File: src/rtl/tlbff_pkg.sv
`default_nettype none

package tlbff_pkg;

  // Address split: 1 KiB pages
  localparam int unsigned ADDR_W      = 32;
  localparam int unsigned PAGE_SHIFT  = 10;
  localparam int unsigned PAGE_W      = ADDR_W - PAGE_SHIFT;
  localparam int unsigned DATE_W      = 32;
  localparam int unsigned SLOT_W      = 3;
  localparam int unsigned ENTRIES_DEF = 8;

  // One stored entry: {fill date, frame, page tag}
  localparam int unsigned ENTRY_W = DATE_W + PAGE_W + PAGE_W;

  // Request kinds on the mode input
  localparam logic MODE_LOOKUP = 1'b0;
  localparam logic MODE_FILL   = 1'b1;

  // Sequencer states
  typedef enum logic [1:0] {
    ST_IDLE,
    ST_SCAN,
    ST_RESP
  } state_e;

  // Per-entry compare result
  typedef struct packed {
    logic tag_eq;  // page tag equals request page
    logic hit;     // tag equal and entry valid
    logic free;    // entry not valid
    logic older;   // fill date strictly below best so far
  } cmp_res_t;

endpackage

`default_nettype wire

File: src/rtl/tlbff_ram.sv
`default_nettype none

module tlbff_ram #(
  parameter int unsigned WIDTH = tlbff_pkg::ENTRY_W,
  parameter int unsigned DEPTH = tlbff_pkg::ENTRIES_DEF
) (
  input  wire logic                     clk_i,
  input  wire logic                     we_i,
  input  wire logic [$clog2(DEPTH)-1:0] waddr_i,
  input  wire logic [WIDTH-1:0]         wdata_i,
  input  wire logic                     re_i,
  input  wire logic [$clog2(DEPTH)-1:0] raddr_i,
  output logic      [WIDTH-1:0]         rdata_o
);

  logic [WIDTH-1:0] mem_q [DEPTH];
  logic [WIDTH-1:0] rdata_q;

  // Single write port
  always_ff @(posedge clk_i) begin
    if (we_i) begin
      mem_q[waddr_i] <= wdata_i;
    end
  end

  // Registered read port
  always_ff @(posedge clk_i) begin
    if (re_i) begin
      rdata_q <= mem_q[raddr_i];
    end
  end

  assign rdata_o = rdata_q;

endmodule

`default_nettype wire

File: src/rtl/tlbff_cmp.sv
`default_nettype none

module tlbff_cmp (
  input  wire logic                          ent_valid_i,
  input  wire logic [tlbff_pkg::PAGE_W-1:0]  ent_tag_i,
  input  wire logic [tlbff_pkg::DATE_W-1:0]  ent_date_i,
  input  wire logic [tlbff_pkg::PAGE_W-1:0]  page_i,
  input  wire logic [tlbff_pkg::DATE_W-1:0]  best_date_i,
  output tlbff_pkg::cmp_res_t                res_o
);

  import tlbff_pkg::*;

  logic [PAGE_W-1:0] tag;
  logic [DATE_W-1:0] date;

  // Never-written entries read as zero
  always_comb begin
    tag  = ent_valid_i ? ent_tag_i  : '0;
    date = ent_valid_i ? ent_date_i : '0;
    res_o.tag_eq = (tag == page_i);
    res_o.hit    = (tag == page_i) && ent_valid_i;
    res_o.free   = !ent_valid_i;
    res_o.older  = (date < best_date_i);
  end

endmodule

`default_nettype wire

File: src/rtl/tlb_lookup_fifo_fill.sv
// Fully associative translation buffer, 1 KiB pages, FIFO replacement.
// Request channel: in_valid_i / in_stall_o with mode_i, virtual_address_i,
// fill_physical_address_i and timestamp_i. mode_i low is a lookup, high a fill.
// Response channel: out_valid_o / out_stall_i with physical_address_o, hit_o
// and slot_o; every request yields exactly one response.
// One request at a time: the entries sit in a RAM with one write and one read
// port and are read one per cycle, each checked by one shared compare unit.
// A request passes through accept, a scan whose RAM read is registered, and a
// response step; a lookup that matches early or a fill that finds a free entry
// ends the scan early.
// in_stall_o is high from accept until the response is loaded into the
// output register. A response waiting under out_stall_i holds its payload,
// and the next request is taken while it waits; only a second finished
// response stalls behind it.
// Reset clears all valid bits, so every entry reads as tag and date zero until
// filled; no clearing pass is needed. Entry RAM is not reset.
`default_nettype none

module tlb_lookup_fifo_fill #(
  parameter int unsigned ENTRIES = tlbff_pkg::ENTRIES_DEF
) (
  input  wire logic                          clk_i,
  input  wire logic                          rst_ni,
  // request channel
  input  wire logic                          in_valid_i,
  output logic                               in_stall_o,
  input  wire logic                          mode_i,
  input  wire logic [tlbff_pkg::ADDR_W-1:0]  virtual_address_i,
  input  wire logic [tlbff_pkg::ADDR_W-1:0]  fill_physical_address_i,
  input  wire logic [tlbff_pkg::DATE_W-1:0]  timestamp_i,
  // response channel
  output logic                               out_valid_o,
  input  wire logic                          out_stall_i,
  output logic      [tlbff_pkg::ADDR_W-1:0]  physical_address_o,
  output logic                               hit_o,
  output logic      [tlbff_pkg::SLOT_W-1:0]  slot_o
);

  import tlbff_pkg::*;

  localparam int unsigned AW = $clog2(ENTRIES);
  localparam int unsigned CW = $clog2(ENTRIES + 1);
  localparam logic [AW-1:0] LAST_IDX = AW'(ENTRIES - 1);

  // Control state
  state_e          state_q, state_d;
  logic [CW-1:0]   idx_q, idx_d;
  logic            cmp_vld_q, cmp_vld_d;
  logic [AW-1:0]   cmp_idx_q, cmp_idx_d;
  logic [ENTRIES-1:0] valid_q;
  logic            out_vld_q, out_vld_d;

  // Payload registers
  logic              req_mode_q;
  logic [ADDR_W-1:0] req_va_q;
  logic [PAGE_W-1:0] req_frame_q;
  logic [DATE_W-1:0] req_date_q;
  logic [AW-1:0]     best_idx_q, best_idx_d;
  logic [DATE_W-1:0] best_date_q, best_date_d;
  logic              res_hit_q, res_hit_d;
  logic [AW-1:0]     res_slot_q, res_slot_d;
  logic [PAGE_W-1:0] res_frame_q, res_frame_d;
  logic [ADDR_W-1:0] out_pa_q;
  logic              out_hit_q;
  logic [SLOT_W-1:0] out_slot_q;

  // RAM and compare wiring
  logic              ram_re, ram_we;
  logic [AW-1:0]     ram_raddr;
  logic [ENTRY_W-1:0] ram_rdata, ram_wdata;
  logic [PAGE_W-1:0] ent_tag, ent_frame, req_page;
  logic [DATE_W-1:0] ent_date;
  logic              ent_valid;
  cmp_res_t          cmp_res;
  logic              in_acc, out_load;

  assign in_acc   = in_valid_i && !in_stall_o;
  assign req_page = req_va_q[ADDR_W-1:PAGE_SHIFT];

  // Entry fields of the word read last cycle
  assign ent_tag   = ram_rdata[PAGE_W-1:0];
  assign ent_frame = ram_rdata[2*PAGE_W-1:PAGE_W];
  assign ent_date  = ram_rdata[ENTRY_W-1:2*PAGE_W];
  assign ent_valid = valid_q[cmp_idx_q];
  assign ram_wdata = {req_date_q, req_frame_q, req_page};

  tlbff_ram #(
    .WIDTH (ENTRY_W),
    .DEPTH (ENTRIES)
  ) u_ram (
    .clk_i   (clk_i),
    .we_i    (ram_we),
    .waddr_i (res_slot_q),
    .wdata_i (ram_wdata),
    .re_i    (ram_re),
    .raddr_i (ram_raddr),
    .rdata_o (ram_rdata)
  );

  tlbff_cmp u_cmp (
    .ent_valid_i (ent_valid),
    .ent_tag_i   (ent_tag),
    .ent_date_i  (ent_date),
    .page_i      (req_page),
    .best_date_i (best_date_q),
    .res_o       (cmp_res)
  );

  // Sequencer: scan entries one per cycle, then hand off the response
  always_comb begin
    state_d     = state_q;
    idx_d       = idx_q;
    cmp_vld_d   = 1'b0;
    cmp_idx_d   = cmp_idx_q;
    best_idx_d  = best_idx_q;
    best_date_d = best_date_q;
    res_hit_d   = res_hit_q;
    res_slot_d  = res_slot_q;
    res_frame_d = res_frame_q;
    ram_re      = 1'b0;
    ram_raddr   = idx_q[AW-1:0];
    ram_we      = 1'b0;
    out_load    = 1'b0;

    case (state_q)
      ST_IDLE: begin
        if (in_acc) begin
          idx_d     = '0;
          res_hit_d = 1'b0;
          state_d   = ST_SCAN;
        end
      end

      ST_SCAN: begin
        // issue the next read
        if (idx_q < CW'(ENTRIES)) begin
          ram_re    = 1'b1;
          idx_d     = idx_q + 1'b1;
          cmp_vld_d = 1'b1;
          cmp_idx_d = idx_q[AW-1:0];
        end
        // check the entry read last cycle
        if (cmp_vld_q) begin
          if (req_mode_q == MODE_LOOKUP) begin
            if (cmp_res.tag_eq) begin
              res_hit_d   = cmp_res.hit;
              res_slot_d  = cmp_idx_q;
              res_frame_d = ent_frame;
              cmp_vld_d   = 1'b0;
              state_d     = ST_RESP;
            end else if (cmp_idx_q == LAST_IDX) begin
              res_hit_d  = 1'b0;
              res_slot_d = '0;
              cmp_vld_d  = 1'b0;
              state_d    = ST_RESP;
            end
          end else begin
            if (cmp_res.free) begin
              res_slot_d = cmp_idx_q;
              cmp_vld_d  = 1'b0;
              state_d    = ST_RESP;
            end else begin
              if (cmp_idx_q == '0 || cmp_res.older) begin
                best_idx_d  = cmp_idx_q;
                best_date_d = ent_date;
              end
              if (cmp_idx_q == LAST_IDX) begin
                res_slot_d = cmp_res.older ? cmp_idx_q : best_idx_q;
                cmp_vld_d  = 1'b0;
                state_d    = ST_RESP;
              end
            end
          end
        end
      end

      ST_RESP: begin
        if (!out_vld_q || !out_stall_i) begin
          out_load = 1'b1;
          ram_we   = (req_mode_q == MODE_FILL);
          state_d  = ST_IDLE;
        end
      end

      default: begin
        state_d = ST_IDLE;
      end
    endcase
  end

  // Output valid: set on load, cleared when taken
  always_comb begin
    if (out_load) begin
      out_vld_d = 1'b1;
    end else if (!out_stall_i) begin
      out_vld_d = 1'b0;
    end else begin
      out_vld_d = out_vld_q;
    end
  end

  // Control registers
  always_ff @(posedge clk_i or negedge rst_ni) begin
    if (!rst_ni) begin
      state_q   <= ST_IDLE;
      idx_q     <= '0;
      cmp_vld_q <= 1'b0;
      cmp_idx_q <= '0;
      valid_q   <= '0;
      out_vld_q <= 1'b0;
    end else begin
      state_q   <= state_d;
      idx_q     <= idx_d;
      cmp_vld_q <= cmp_vld_d;
      cmp_idx_q <= cmp_idx_d;
      out_vld_q <= out_vld_d;
      if (ram_we) begin
        valid_q[res_slot_q] <= 1'b1;
      end
    end
  end

  // Request capture and scan payload
  always_ff @(posedge clk_i) begin
    if (in_acc) begin
      req_mode_q  <= mode_i;
      req_va_q    <= virtual_address_i;
      req_frame_q <= fill_physical_address_i[ADDR_W-1:PAGE_SHIFT];
      req_date_q  <= timestamp_i;
    end
    best_idx_q  <= best_idx_d;
    best_date_q <= best_date_d;
    res_hit_q   <= res_hit_d;
    res_slot_q  <= res_slot_d;
    res_frame_q <= res_frame_d;
  end

  // Response register
  always_ff @(posedge clk_i) begin
    if (out_load) begin
      out_hit_q  <= (req_mode_q == MODE_LOOKUP) && res_hit_q;
      out_slot_q <= SLOT_W'(res_slot_q);
      if ((req_mode_q == MODE_LOOKUP) && res_hit_q) begin
        out_pa_q <= {res_frame_q, req_va_q[PAGE_SHIFT-1:0]};
      end else begin
        out_pa_q <= '0;
      end
    end
  end

  assign in_stall_o         = (state_q != ST_IDLE);
  assign out_valid_o        = out_vld_q;
  assign physical_address_o = out_pa_q;
  assign hit_o              = out_hit_q;
  assign slot_o             = out_slot_q;

endmodule

`default_nettype wire

File: config.mk
export PLATFORM = sky130hd
export DESIGN_NAME = tlb_lookup_fifo_fill
export DESIGN_NICKNAME = d
export VERILOG_FILES = /design/src/rtl/tlbff_pkg.sv /design/src/rtl/tlbff_ram.sv /design/src/rtl/tlbff_cmp.sv /design/src/rtl/tlb_lookup_fifo_fill.sv
export SDC_FILE = /design/constraint.sdc
export NUM_CORES = 1
export LEC_CHECK = 0
export ABC_AREA = 1
export CAP_MARGIN = 25
export CORE_MARGIN = 5
export CORE_UTILIZATION = 55
export CTS_BUF_LIST = sky130_fd_sc_hd__clkbuf_8
export CTS_CLUSTER_SIZE = 25
export DETAILED_ROUTE_END_ITERATION = 6
export DONT_BUFFER_PORTS = 1
export PLACE_DENSITY = 0.7
export SETUP_SLACK_MARGIN = 0.5
export SYNTH_ARGS = -nofsm -noshare
export SYNTH_HDL_FRONTEND = slang
export SYNTH_SLANG_ARGS = --single-unit
File: constraint.sdc
create_clock -name clk_i -period 6.25 [get_ports clk_i]
set_input_delay 1.25 -clock clk_i [delete_from_list [all_inputs] [get_ports clk_i]]
set_output_delay 1.25 -clock clk_i [all_outputs]
set_load 0.05 [all_outputs]
==> results.rst <==
.. list-table::
   :header-rows: 1

   * - Metric
     - Value
   * - Result of the run
     - finished clean
   * - H-tree levels
     - 4
   * - Placeable core area
     - 0.0605 sq mm
   * - Most frequent cell after synthesis
     - sky130_fd_sc_hd__edfxtp_1
   * - Startpoint of the worst register-to-register path
     - cmp_idx_q[0]
   * - Finish-stage setup viols
     - 0
   * - Post-route clock period utilization
     - 75.2%
   * - Library cell contributing the largest single delay on the critical path
     - sky130_fd_sc_hd__a21oi_4
   * - Post-route worst setup slack
     - 1.55 ns
   * - Syn_area_per_cell
     - 13.8 sq um
   * - Width of the die
     - roughly 260 microns
   * - Proportion of netlist area held by the largest area contributor
     - 77.4%
   * - Die extent in y
     - 257 microns
   * - Routability congestion estimate
     - 0.774
   * - Placed cells
     - 3,117
   * - Max-cap violation count
     - 0
   * - IO Count
     - around 140
   * - Number of register bits inferred by synthesis
     - 887
   * - Initial DRT Pass Iterations
     - 6
   * - Net Switching
     - 5.28 mW
   * - Number of CTS-inserted buffers
     - 137
   * - Number of global-route vias before repair
     - 19,266
   * - Category of the worst setup path launch point
     - flip-flop
   * - Post-Syn Nets
     - 2,568
   * - Lkg Pwr
     - approximately 13 nW
   * - Die outline area
     - between 0.06 and 0.07 sq mm
   * - Setup repair after global routing missed its margin
     - no
   * - Internal power
     - 10.9 mW
   * - Capture point of the worst reg-to-reg path
     - best_date_q[3]
   * - Total number of nets in the final design
     - between 2,000 and 3,000
   * - Proportion of layout cells with a drive suffix above 1
     - 8.59%
   * - Setup slack of the most critical reg-to-reg path
     - 1.55 ns
   * - CP Cell Sequence
     - inv_2 -> nand2_1 -> nand3_1 -> nand3_1 -> and2_1 -> buf_4 -> inv_1 -> buf_8 -> nor2_1 -> ha_1 -> a21oi_1 -> nor2_1 -> a211oi_1 -> o221ai_1 -> a21oi_1 -> nand2_1 -> a21oi_4 -> buf_4
   * - Power share of the combinational group
     - 23.9%
   * - Slew Viols, Final
     - 0
   * - Root cell of the clock tree
     - sky130_fd_sc_hd__clkbuf_8
   * - Area growth, synth to finish
     - 10.3%
   * - Clock tree sinks
     - 887
   * - CP Data Arrival Time
     - 5.16 ns
   * - Half-perimeter wire length of the detailed placement result
     - 34,100 microns
   * - Top post-synthesis cells by area
     - sky130_fd_sc_hd__edfxtp_1 77%, sky130_fd_sc_hd__nor2_1 7.0%, sky130_fd_sc_hd__o21ai_0 4.7%, sky130_fd_sc_hd__a31oi_1 1.4%, sky130_fd_sc_hd__o22ai_1 1.4%
   * - Required time of the critical path
     - between 6 and 7 ns
   * - Number of instances resized during post-cts repair
     - 0
   * - Clock tree from TritonCTS
     - done
   * - Latest clock arrival within the worst-skew pair
     - between 0.7 and 0.8 ns
   * - Port-buffer cells
     - 0
   * - Wire length per cell
     - 20.6 microns
   * - Clock-pin slew reported for the worst setup and hold paths after clock tree synthesis
     - around 0.060 ns
   * - GRT Total Usage
     - 20.8%
   * - Sequential cell area
     - 0.0265 sq mm
   * - Pin count of the biggest net entering global routing
     - approximately 180
   * - Initial DRC count
     - around 1,900
   * - Dominant cell type by area after synthesis
     - sky130_fd_sc_hd__edfxtp_1
   * - Number of antenna violations at the first check in global routing
     - 4
   * - Final-layout setup total negative slack
     - 0 ns
   * - Reg2Reg Depth
     - 18
   * - Post-synthesis instance area
     - between 0.03 and 0.04 sq mm
   * - Worst hold path class
     - in -> async
   * - Final count of hold timing violations
     - 0
   * - Cell family with most CP delay
     - buffers and inverters
   * - Switching share of total power
     - 32.6%
   * - Max Buffers Root-to-Sink
     - 3
   * - Critical path type
     - reg -> reg
   * - Async set-reset flop share out of synthesis
     - 2.14%
   * - Sequential share of power
     - 48.9%
   * - Number of synthesis warnings
     - 0
   * - VDD IR max
     - 0.346 mV
   * - Synth cell types
     - 31
   * - Count of buffer and inverter cells on the critical path
     - 5
   * - Cell Count, Final, Fillers Out
     - around 3,400
   * - Fill cell count
     - 4,340
   * - Hold buffer count at CTS
     - 0
   * - DRC violations left
     - 0
   * - Ranking of synthesized cells by instance count
     - 868 x sky130_fd_sc_hd__edfxtp_1, 628 x sky130_fd_sc_hd__nor2_1, 316 x sky130_fd_sc_hd__o21ai_0, 124 x sky130_fd_sc_hd__inv_1, 101 x sky130_fd_sc_hd__clkbuf_1
   * - Highest fanout seen on the critical path
     - 28
   * - Placement Rows
     - 90
   * - Achievable Freq
     - about 0.21 GHz
   * - Slew Limit Headroom
     - 32.8%
   * - Area taken by multi-input logic gates
     - roughly 0.0063 sq mm
   * - Setup Buffers After CTS
     - 0
   * - Sequential cell area fraction in the yosys report
     - 78.8%
   * - DR vias
     - 19,203
   * - Initial core utilization
     - between 50% and 60%
   * - Total Routed Length
     - ~69,000 microns
   * - Post-place setup slack
     - 1.27 ns
   * - Number of instances in the synthesized netlist
     - 2,435
   * - Type of element capturing the critical path
     - flip-flop
   * - Grt total ovfl
     - 0
   * - Slew at the pin closest to its max-slew limit
     - 1.01 ns
   * - Most used flip-flop cell after synthesis
     - sky130_fd_sc_hd__edfxtp_1
   * - Post-DRT Antenna Nets
     - 0
   * - EDFF count, synth
     - 868
   * - Number of vias per cell
     - 5.70
   * - Post-route minimum period
     - between 4 and 5 ns
   * - Clock share of power
     - 27.2%
   * - Clock tree skew after final layout
     - between 0.03 and 0.04 ns
   * - Areal power density over the cells
     - 436 mW/mm^2
   * - Worst stage delay on the critical path
     - around 0.76 ns
   * - Wire length of the first global-routing pass
     - between 100,000 and 150,000 microns
[power by group through the flow]
stage | clock network, mW | logic (mW) | registers (mW)
6_report | 4.41 | 3.88 | 7.93
3_5_place_dp | 0 | 3.84 | 8.04
3_3_place_gp | 0 | 3.69 | 8.01
5_1_grt | 4.80 | 4.38 | 7.99
4_1_cts | 4.51 | 3.85 | 7.93
2_1_floorplan | 0 | 2.86 | 7.91
[worst max-delay path by stage]
stage                     cells after the start         start  slack (ns)             end
after floorplan                               4    in_valid_i        0.64       res_hit_q
after global placement                       19  cmp_idx_q[0]        1.37  best_date_q[3]
after detailed placement                     19  cmp_idx_q[0]        1.27  best_date_q[3]
after CTS                                    19  cmp_idx_q[0]        1.25  best_date_q[3]
after global routing                         19  cmp_idx_q[0]        1.09  best_date_q[5]
final                                        18  cmp_idx_q[0]        1.55  best_date_q[3]
[final cells by class]
| type | instances | share of cell area, % |
|---|---|---|
| antenna | 3 | 0.0202 |
| clock buffer | 138 | 5.11 |
| clock inverter | 108 | 1.63 |
| inverter | 127 | 1.32 |
| multi-input combinational | 1295 | 16.8 |
| sequential | 887 | 71.4 |
| tap | 782 | 2.63 |
| timing repair buffer | 29 | 1.02 |
[cell families after synthesis]
family / share of synthesized area [%]
buf+inv: 2.91
xor+xnor: 0.572
fa+ha+maj: 1.19
simple gates: 8.50
flops: 78.8
compound gates: 8.02
[cells in the final DEF (no fill, tap or decap), types with 2 or more instances in the layout]
cell type	netlist	final
sky130_fd_sc_hd__a211oi_1	3	3
sky130_fd_sc_hd__inv_1	124	170
sky130_fd_sc_hd__buf_12	0	9
sky130_fd_sc_hd__o221ai_1	2	2
sky130_fd_sc_hd__nor2_4	0	11
sky130_fd_sc_hd__buf_16	0	2
sky130_fd_sc_hd__clkbuf_8	0	138
sky130_fd_sc_hd__buf_4	0	17
sky130_fd_sc_hd__nor2_1	628	617
sky130_fd_sc_hd__nand4_1	8	8
sky130_fd_sc_hd__edfxtp_1	868	868
sky130_fd_sc_hd__nand2_2	2	2
sky130_fd_sc_hd__bufinv_16	0	4
sky130_fd_sc_hd__a31oi_1	78	78
sky130_fd_sc_hd__clkinv_2	0	11
sky130_fd_sc_hd__nand2_1	83	83
sky130_fd_sc_hd__a21oi_1	17	16
sky130_fd_sc_hd__clkinv_1	2	30
sky130_fd_sc_hd__diode_2	0	3
sky130_fd_sc_hd__clkinvlp_4	0	8
sky130_fd_sc_hd__inv_6	0	8
sky130_fd_sc_hd__xnor2_1	18	18
sky130_fd_sc_hd__dfrtp_1	19	17
sky130_fd_sc_hd__dfrtp_4	0	2
sky130_fd_sc_hd__nor2_2	2	2
sky130_fd_sc_hd__o22ai_1	77	77
sky130_fd_sc_hd__nand3_1	13	13
sky130_fd_sc_hd__ha_1	32	32
sky130_fd_sc_hd__nor3_1	6	5
sky130_fd_sc_hd__o21ai_0	316	316
sky130_fd_sc_hd__xor2_1	4	4
[state kept, by name, summed over array words and instances, names as in the netlist, 4 cells and up]
register	flops
best_date_q	32
idx_q	4
physical_address_o	32
req_date_q	32
req_frame_q	22
req_va_q	32
res_frame_q	22
u_ram.mem_q	608
u_ram.rdata_o	76
valid_q	8
[layer usage]
metal / part of all wire (%) / track usage (%)
met2: 50 / 34.3
met1: 42 / 28.2
met3: 7.2 / 4.43
met4: 1.6 / 6.73
met5: 0.017 / 0
[per-stage QoR]
step / instance area, sq um / utilization, % / power, mW / hold slack (ns)
floorplan: 33700 / - / 10.8 / 0.400
global placement: 34600 / 57.2 / 11.7 / 0.401
detailed placement: 34600 / 57.2 / 11.9 / 0.405
CTS: 37100 / 61.3 / 16.3 / 0.0808
global route: 37200 / 61.4 / 17.2 / 0.103
finish: 37200 / 61.5 / 16.2 / 0.162
(Power assumes the default switching activity.)
